`config.mk`:
```
export PLATFORM = sky130hd
export DESIGN_NAME = rau_divider
export DESIGN_NICKNAME = d
export VERILOG_FILES = /design/src/rtl/rau_pkg.sv /design/src/rtl/rau_divider.sv
export SDC_FILE = /design/constraint.sdc
export NUM_CORES = 1
export LEC_CHECK = 0
export ABC_AREA = 1
export BUFFER_PORTS_ARGS = -buffer_cell sky130_fd_sc_hd__buf_2
export CAP_MARGIN = 10
export CORE_UTILIZATION = 55
export CTS_BUF_LIST = sky130_fd_sc_hd__clkbuf_4 sky130_fd_sc_hd__clkbuf_8 sky130_fd_sc_hd__clkbuf_16
export DETAILED_ROUTE_END_ITERATION = 10
export PLACE_DENSITY = 0.81
export SYNTH_ARGS = -nofsm -noshare
export SYNTH_HDL_FRONTEND = slang
export SYNTH_SLANG_ARGS = --single-unit
```
`constraint.sdc`:
```
create_clock -name clk -period 4.1 [get_ports clk]
set_input_delay 1.025 -clock clk [delete_from_list [all_inputs] [get_ports clk]]
set_output_delay 1.025 -clock clk [all_outputs]
set_load 0.03 [all_outputs]
```
`src/rtl/rau_pkg.sv`:
```
// Shared types, codes and constants of the rational arithmetic unit.
package rau_pkg;

	localparam int OPERAND_WIDTH = 32;
	localparam int MAG_W = 2 * OPERAND_WIDTH;
	localparam int CNT_W = $clog2(MAG_W + 1);
	localparam int SHIFT_W = $clog2(MAG_W);

	typedef enum logic [1:0] {
		OP_ADD = 2'd0,
		OP_SUB = 2'd1,
		OP_MUL = 2'd2,
		OP_DIV = 2'd3
	} op_t;

	typedef enum logic [1:0] {
		ST_OK       = 2'd0,
		ST_INVALID  = 2'd1,
		ST_DIVZERO  = 2'd2,
		ST_OVERFLOW = 2'd3
	} status_t;

	typedef enum logic [3:0] {
		S_IDLE,
		S_MUL0,
		S_MUL1,
		S_MUL2,
		S_COMB,
		S_GCD,
		S_GDONE,
		S_DIV0,
		S_DIV1,
		S_CHECK
	} state_t;

	typedef struct packed {
		logic [1:0]                        op;
		logic signed [OPERAND_WIDTH-1:0]   a_num;
		logic signed [OPERAND_WIDTH-1:0]   a_den;
		logic signed [OPERAND_WIDTH-1:0]   b_num;
		logic signed [OPERAND_WIDTH-1:0]   b_den;
	} req_t;

	typedef struct packed {
		logic signed [OPERAND_WIDTH-1:0]   res_num;
		logic [OPERAND_WIDTH-2:0]          res_den;
		logic [1:0]                        status;
	} rsp_t;

endpackage

```
`src/rtl/rau_divider.sv`:
```
// Bit-serial restoring divider: one quotient bit per cycle.
module rau_divider (
	input  logic                        clk,
	input  logic                        arst_n,
	input  logic                        start,
	input  logic [rau_pkg::MAG_W-1:0]   dividend,
	input  logic [rau_pkg::MAG_W-1:0]   divisor,
	output logic                        done,
	output logic [rau_pkg::MAG_W-1:0]   quotient
);
	import rau_pkg::*;

	logic [CNT_W-1:0] cnt_q;
	logic             done_q;
	logic [MAG_W-1:0] rem_q;
	logic [MAG_W-1:0] quo_q;
	logic [MAG_W-1:0] dsr_q;
	logic [MAG_W:0]   trial;

	// Shift in the next dividend bit and try the subtraction.
	assign trial = {rem_q, quo_q[MAG_W-1]};

	// Iteration counter and completion strobe.
	always_ff @(posedge clk or negedge arst_n) begin
		if (!arst_n) begin
			cnt_q  <= '0;
			done_q <= 1'b0;
		end else begin
			done_q <= (cnt_q == CNT_W'(1));
			if (start) begin
				cnt_q <= CNT_W'(MAG_W);
			end else if (cnt_q != '0) begin
				cnt_q <= cnt_q - CNT_W'(1);
			end
		end
	end

	// Partial remainder and quotient registers.
	always_ff @(posedge clk) begin
		if (start) begin
			rem_q <= '0;
			quo_q <= dividend;
			dsr_q <= divisor;
		end else if (cnt_q != '0) begin
			if (trial >= {1'b0, dsr_q}) begin
				rem_q <= MAG_W'(trial - {1'b0, dsr_q});
				quo_q <= {quo_q[MAG_W-2:0], 1'b1};
			end else begin
				rem_q <= trial[MAG_W-1:0];
				quo_q <= {quo_q[MAG_W-2:0], 1'b0};
			end
		end
	end

	assign done     = done_q;
	assign quotient = quo_q;

endmodule

```
==> Word level (Yosys, flattened, before mapping) <==
Cells that the tools add are included.
{ "classes": {"n_addsub": 2, "mux": 6, "reduce_logical": 2, "n_lt_le_gt_ge": 1, "eq_ne": 1} }
{ "ops": {"columns": ["operator", "n"], "rows": [
  ["two-way mux 64 bit", 3],
  ["greater-or-equal comparator 65 x 64 -> 1 bit", 1],
  ["subtractor 64 bit", 1],
  ["two-way mux 7 bit", 2],
  ["equality test 7 x 1 -> 1 bit, second input constant", 1],
  ["nonzero test 7 bit", 1],
  ["subtractor 7 x 1 -> 7 bit, second input constant", 1],
  ["nonzero test 2 bit", 1],
  ["two-way mux 1 bit", 1]
]} }
{ "totals": {"input_bits": 131, "reg_bits": 200, "word_cells": 17} }

==> Longest topological paths before layout <==
Gate-level depths: netlist of run 1.
{ "depth": {"depth_word": 4, "ltp_mapped": 19, "mapped_depth_nobuf": 18} }

==> Worst setup path after synthesis of run 1 <==
No wires, ideal clock.
{ "synth_path": {"path_kind": "in2reg", "startpoint": "input start", "endpoint": "register quo_q[0], in the netlist quotient[0] (enable)", "setup_slack_ns": 1.157, "stages": 5, "n_path_buf": 3, "setup_ns": 0.396, "t_arrival_ns": 2.547, "cell_sequence": "clkbuf_1 nor2_1 inv_1 clkbuf_1 buf_2"} }
{ "synth_via": {"elab_chain_len": 1} }
{ "synth_lines": {"columns": ["element", "line", "rtl"], "rows": [
  ["start: declaration", "rau_divider.sv:5", "input logic start,"],
  ["nonzero test 2 bit (no line)", null, null],
  ["end signal: assignment", "rau_divider.sv:42", "quo_q <= dividend;"],
  ["end signal: assignment", "rau_divider.sv:47", "quo_q <= {quo_q[MAG_W-2:0], 1'b1};"],
  ["end signal: assignment", "rau_divider.sv:50", "quo_q <= {quo_q[MAG_W-2:0], 1'b0};"],
  ["end: declaration", "rau_divider.sv:16", "logic [MAG_W-1:0] quo_q;"]
]} }
No other way between the ends.
A chain may end at the register's enable or synchronous reset.

==> Worst setup path after layout of run 1 <==
{ "layout_path": {"startpoint": "register dsr_q[43]", "endpoint": "register rem_q[18]"} }
{ "layout_via": {"elab_chain_len": 2} }
{ "layout_lines": {"columns": ["element", "line", "rtl"], "rows": [
  ["start: declaration", "rau_divider.sv:17", "logic [MAG_W-1:0] dsr_q;"],
  ["start signal: assignment", "rau_divider.sv:43", "dsr_q <= divisor;"],
  ["greater-or-equal comparator 65 x 64 -> 1 bit", "rau_divider.sv:45", "if (trial >= {1'b0, dsr_q}) begin"],
  ["two-way mux 64 bit", "rau_divider.sv:45", null],
  ["end signal: assignment", "rau_divider.sv:46", "rem_q <= MAG_W'(trial - {1'b0, dsr_q});"],
  ["end signal: assignment", "rau_divider.sv:49", "rem_q <= trial[MAG_W-1:0];"],
  ["end: declaration", "rau_divider.sv:15", "logic [MAG_W-1:0] rem_q;"]
]} }
No other way between the ends.

==> results of run 1 <==
[cell families after synthesis]
group / Yosys count
XOR/XNOR: 33
flip-flops: 200
AND/OR/NAND/NOR: 1279
adder cells (fa/ha/maj): 67
AO/OA/AOI/OAI: 106
buffers and inverters: 507
[layout by cell type (no fill, tap or decap), drive strengths merged, types with 3 or more instances in the layout]
cell | Yosys | final
xor2 | 4 | 4
dfxtp | 64 | 64
edfxtp | 128 | 128
nand3b | 35 | 35
buf | 27 | 205
xnor2 | 29 | 29
and2 | 3 | 3
nor2 | 117 | 117
a21oi | 50 | 50
clkbuf | 22 | 17
a21o | 3 | 3
nand2 | 935 | 935
nand4 | 18 | 18
nor3 | 18 | 18
clkinv | 2 | 7
ha | 66 | 66
o21ai | 42 | 42
nand3 | 151 | 151
o21bai | 8 | 8
inv | 456 | 465
dfrtp | 8 | 8
[metal layers]
metal / share of wire / global-route usage / vias up
met4: 0.020 / 0.0968 / 0
met1: 0.44 / 0.456 / 6391
met2: 0.47 / 0.586 / 511
met5: 0 / 0 / -
met3: 0.068 / 0.0530 / 41
li1: - / - / 7023
[worst register-to-register path, stage by stage (launching register included)]
cell and delay [ns]:
edfxtp_1 0.34, inv_1 0.04, ha_1 0.38, nand2_1 0.17, inv_1 0.05, nand2_1 0.06, nand2_1 0.09, a21oi_1 0.29
nand2_1 0.14, nand2_1 0.08, nand2_1 0.09, nor2_4 0.13, buf_4 0.67, nand3_1 0.30, nand3_1 0.14, o21ai_0 0.08
[per-stage QoR]
stage | util | hold WS [ns] | instance area, sq um | instances | setup slack (ns)
after global routing | 0.627 | 0.387 | 16300 | 2716 | 0.742
after floorplan | - | 0.442 | 14500 | 2192 | 1.16
after global placement | 0.603 | 0.456 | 15700 | 2683 | 1.07
final | 0.627 | 0.389 | 16300 | 2716 | 0.922
after detailed placement | 0.603 | 0.457 | 15700 | 2683 | 1.02
after CTS | 0.626 | 0.385 | 16300 | 2715 | 0.969
[final cells by class]
class | count | area [sq um] | area share
antenna | 1 | 2.50 | 0.000154
clock buffer | 17 | 425 | 0.0261
clock inverter | 15 | 181 | 0.0111
inverter | 458 | 1720 | 0.106
multi-input combinational | 1485 | 7150 | 0.439
sequential | 200 | 5330 | 0.327
tap | 335 | 419 | 0.0257
timing repair buffer | 205 | 1050 | 0.0647
[flip-flops by register name, indices dropped and copies added, names as in the netlist]
register,flops
dsr_q,64
quotient,64
rem_q,64
cnt_q,7
done,1
[power by group through the flow]
stage                     combinational [uW]  clock, uW  sequential [uW]
after CTS                               1190       1820             2500
after detailed placement                1190          0             2540
after global placement                  1160          0             2540
after floorplan                          565          0             2770
final                                   1200       1810             2500
after global routing                    1310       1890             2530
[path summary, 6_finish.rpt]
check	to	slack [ns]	cells after the start	from
max reg2reg	rem_q[18]$_SDFFE_PP0P_	0.92	15	dsr_q[43]$_DFFE_PP_
min	cnt_q[6]$_DFFE_PN0P_	0.39	1	arst_n
max in group asynchronous	cnt_q[2]$_DFFE_PN0P_	3.54	1	arst_n
min in group clk	rem_q[54]$_SDFFE_PP0P_	0.47	2	rem_q[54]$_SDFFE_PP0P_
min reg2reg	rem_q[54]$_SDFFE_PP0P_	0.47	2	rem_q[54]$_SDFFE_PP0P_
max	rem_q[18]$_SDFFE_PP0P_	0.92	15	dsr_q[43]$_DFFE_PP_
==> results_dict.tcl, run 1 <==
set metrics [dict create \
    status "finished, final reports clean" \
    cts_tree "done" \
    nFillCells 2437 \
    synth_edf_count 128 \
    start_util 0.558 \
    cts_inserted_buffers 17 \
    grt_pass1_wl_um 70300 \
    fin_skew_ns 0.0245 \
    port_buffers 195 \
    synth_simple_gate_area_frac 0.375 \
    fin_crit_ns 3.18 \
    clk_pin_slew_worst_paths_ns 0.10 \
    p_leak_uw 0.00927 \
    rsz0062_at_grt "no" \
    hold_violations 0 \
    hold_path.class "in -> async" \
    syn_avg_cell_area_sq_um 6.61 \
    cts-root-buf "clkbuf_16" \
    power.density_mw_per_mm2 339 \
    cap_violations 0 \
    crit_required_ns 4.43 \
    swShare 0.349 \
    setup_viol 0 \
    maxSlewViolCount 0 \
    ctsHoldBuffers 0 \
    min_period_over_period 0.775 \
    vdd_drop_max_mv 0.300 \
    crit_fanout 65 \
    dpl.hpwl_um 36000 \
    gp_congestion 1.02 \
    worst_ep_arrival_time_ns 3.51 \
    dr.pass1.iters 5 \
    synth-async-reset-ratio 0.0400 \
    boundaryPins 196 \
    drc 0 \
    fp.dieW_um 164 \
    syn_inst 2192 \
    synth_most_common_cell "nand2_1" \
    slew_headroom 0.356 \
    synth_top_family_by_area "simple AND/OR/NAND/NOR gates" \
    dieArea_sq_mm 0.0270 \
    nets 2565 \
    first_global_vias 13300 \
    grt_use_total 0.346 \
    post_cts_resized 0 \
    coreArea_sq_mm 0.0260 \
    grt_antenna_before_repair 1 \
    row_count 59 \
    worst_pin_slew_ns 0.966 \
    drive_gt1_frac 0.131 \
    combPwrFrac 0.217 \
    synth_top_area_frac 0.265 \
    areaGrowthSynthToFinish_pct 12.3 \
    synth_compound_area_frac 0.0399 \
    wl_per_cell_um 16.9 \
    seqPwrFrac 0.454 \
    ys.flop_type "edfxtp_1" \
    fmaxAchievable_ghz 0.315 \
    endpoint_kind "register" \
    synth_cell_types 41 \
    cp-start-kind "register" \
    synth_warnings 0 \
    power.switching_uw 1920 \
    clockPowerShare 0.328 \
    clk_latency_ns 0.46 \
    ys_ff_latch 200 \
    tns_ns 0 \
    yosys.area.top_type "edfxtp_1" \
    postCtsSetupRepairBufs 0 \
    yosys.area_share.adder 0.0583 \
    fp.dieH_um 164 \
    finalWirelength_um 45800 \
    vias 14000 \
    cpMostUsedCell "nand2_1" \
    yosys-top-cells-count "nand2_1, inv_1, nand3_1" \
    drtIter0Drc 1180 \
    cts_sinks 200 \
    cp_cell_sequence "inv_1 -> ha_1 -> nand2_1 -> inv_1 -> nand2_1 -> nand2_1 -> a21oi_1 -> nand2_1 -> nand2_1 -> nand2_1 -> nor2_4 -> buf_4 -> nand3_1 -> nand3_1 -> o21ai_0" \
    synthTopCellsByArea "edfxtp_1, nand2_1, inv_1, dfxtp_1, ha_1" \
    syn-num-nets 2390 \
    power_uw 5510 \
    p_int_uw 3590 \
    synth.yosys.seq_area_share 0.367 \
    path_delay_family "simple AND/OR/NAND/NOR gates" \
    viasPerCell 5.14 \
    grt-ovfl-total 0 \
    synth-xor-area-share 0.0199 \
    path_buf_inv 3 \
    syn_area_sq_mm 0.0145 \
    htree_num_levels 4 \
    grt_max_degree 86 \
    ant_nets 0 \
    crit_type "reg -> reg" \
    synthMuxAreaShare 0 \
    clockBufferDepth 2 \
    slowest_delay_ns 0.67 \
    slowest_stage "buf_4" \
]
Note: power is estimated with default switching activity, not from simulation.
==> run 2: changes to the inputs <==
==> constraint.sdc (replaced) <==
create_clock -name clk -period 3.3 [get_ports clk]
set_input_delay 0.825 -clock clk [delete_from_list [all_inputs] [get_ports clk]]
set_output_delay 0.825 -clock clk [all_outputs]
set_load 0.03 [all_outputs]
==> results_dict.tcl, run 2 (synthesized netlist as in run 1, its figures left out) <==
set metrics [dict create \
    status "finished, final reports clean" \
    cp-start-kind "register" \
    p_leak_uw 0.00933 \
    slew_headroom 0.648 \
    postCtsSetupRepairBufs 0 \
    dpl.cell_count 2687 \
    cap_violations 0 \
    crit_fanout 37 \
    cts_inserted_buffers 17 \
    vdd_drop_max_mv 0.363 \
    drtIter0Drc 1139 \
    fin_skew_ns 0.0230 \
    grt_use_total 0.333 \
    maxSlewViolCount 0 \
    vias 13900 \
    fmaxAchievable_ghz 0.363 \
    setup_viol 0 \
    cts-root-buf "clkbuf_16" \
    dr.pass1.iters 5 \
    row_count 59 \
    wl_per_cell_um 16.3 \
    drt-met1-wl_um 19700 \
    coreArea_sq_mm 0.0260 \
    htree_num_levels 4 \
    tns_ns 0 \
    cp_cell_sequence "inv_1 -> ha_1 -> nand2_1 -> nor2_1 -> nand2_1 -> inv_1 -> nand2_2 -> nand2_2 -> nand2_2 -> nand2_4 -> nand2_4 -> nand2_4 -> buf_12 -> nand2_1 -> nand3_1 -> o21ai_0" \
    rsz0062_at_grt "no" \
    slowest_delay_ns 0.36 \
    clockBufferDepth 2 \
    dieArea_sq_mm 0.0270 \
    finalWirelength_um 44300 \
    first_global_vias 13000 \
    antenna_cells 0 \
    worst_pin_slew_ns 0.527 \
    viasPerCell 5.10 \
    crit_required_ns 3.62 \
    dpl.hpwl_um 35100 \
    crit_type "reg -> reg" \
    grt_max_degree 99 \
    cts_tree "done" \
    fp.dieH_um 164 \
    areaGrowthSynthToFinish_pct 13.0 \
    start_util 0.558 \
    min_period_over_period 0.835 \
    fin_crit_ns 2.75 \
    slowest_stage "ha_1" \
    grt_antenna_before_repair 1 \
    gp_congestion 0.982 \
    ctsHoldBuffers 0 \
    cts_sinks 200 \
    wl_met2_um 20100 \
    grt-ovfl-total 0 \
    nets 2569 \
    clk_pin_slew_worst_paths_ns 0.09 \
    final_cell_mix "nand2_1, inv_1, buf_2" \
    final_cells 2719 \
    drc 0 \
    routed-wl-met3_um 3210 \
    power.density_mw_per_mm2 419 \
    boundaryPins 196 \
    port_buffers 195 \
    worst_ep_arrival_time_ns 3.08 \
    nFillCells 2481 \
    clk_latency_ns 0.46 \
    top_layer_used "met5" \
    hold_violations 0 \
    post_cts_resized 0 \
    grt_pass1_wl_um 67700 \
    drive_gt1_frac 0.132 \
    ant_nets 0 \
    fp.dieW_um 164 \
    layout_commonest_cell "nand2_1" \
    hold_path.class "in -> async" \
    endpoint_kind "register" \
]
## run 2: routing by layer
layer,GRT usage,up-vias
met5,0,-
met4,0.107,2
met3,0.0616,75
met2,0.552,517
met1,0.434,6243
li1,-,7024
## run 2: where the power goes
part	total, uW	internal [uW]	leakage [uW]	switching (uW)
logic	1490	450	0.00708	1030
registers	3110	2970	0.00195	144
clock network	2260	1050	0.000295	1210
total	6860	4470	0.00933	2390
## run 2: worst max-delay path, delay by kind of cell (launching register included)
family,cells,cell delay (ns)
AND/OR/NAND/NOR,11,1.39
buffers and inverters,3,0.39
adder cells (fa/ha/maj),1,0.36
flip-flops,1,0.33
AO/OA/AOI/OAI,1,0.10
## run 2: layout make-up
class / instances / area, sq um / area share
tap: 335 / 419 / 0.0256
multi-input combinational: 1485 / 7150 / 0.437
inverter: 458 / 1720 / 0.105
clock buffer: 17 / 425 / 0.0260
timing repair buffer: 209 / 1160 / 0.0707
sequential: 200 / 5330 / 0.325
clock inverter: 15 / 184 / 0.0112
## run 2: path summary, 6_finish.rpt
kind	startpoint	endpoint	slack (ns)	cells after the start
worst max register to register	dsr_q[9]$_DFFE_PP_	rem_q[14]$_SDFFE_PP0P_	0.55	16
worst max-delay path	dsr_q[9]$_DFFE_PP_	rem_q[14]$_SDFFE_PP0P_	0.55	16
worst min register to register	rem_q[40]$_SDFFE_PP0P_	rem_q[40]$_SDFFE_PP0P_	0.47	2
worst min-delay path	arst_n	cnt_q[4]$_DFFE_PN0P_	0.20	1
min in group clk	rem_q[40]$_SDFFE_PP0P_	rem_q[40]$_SDFFE_PP0P_	0.47	2
max in group asynchronous	arst_n	cnt_q[2]$_DFFE_PN0P_	2.92	1
## run 2: stage by stage
step	worst slack [ns]	util	cell area [sq um]	power, uW	hold WS (ns)
final	0.545	0.631	16400	6860	0.199
after floorplan	0.557	-	14500	4140	0.442
after global placement	0.658	0.607	15800	4600	0.455
after global routing	0.373	0.631	16400	7120	0.192
after CTS	0.605	0.631	16400	6870	0.189
after detailed placement	0.609	0.607	15800	4640	0.459
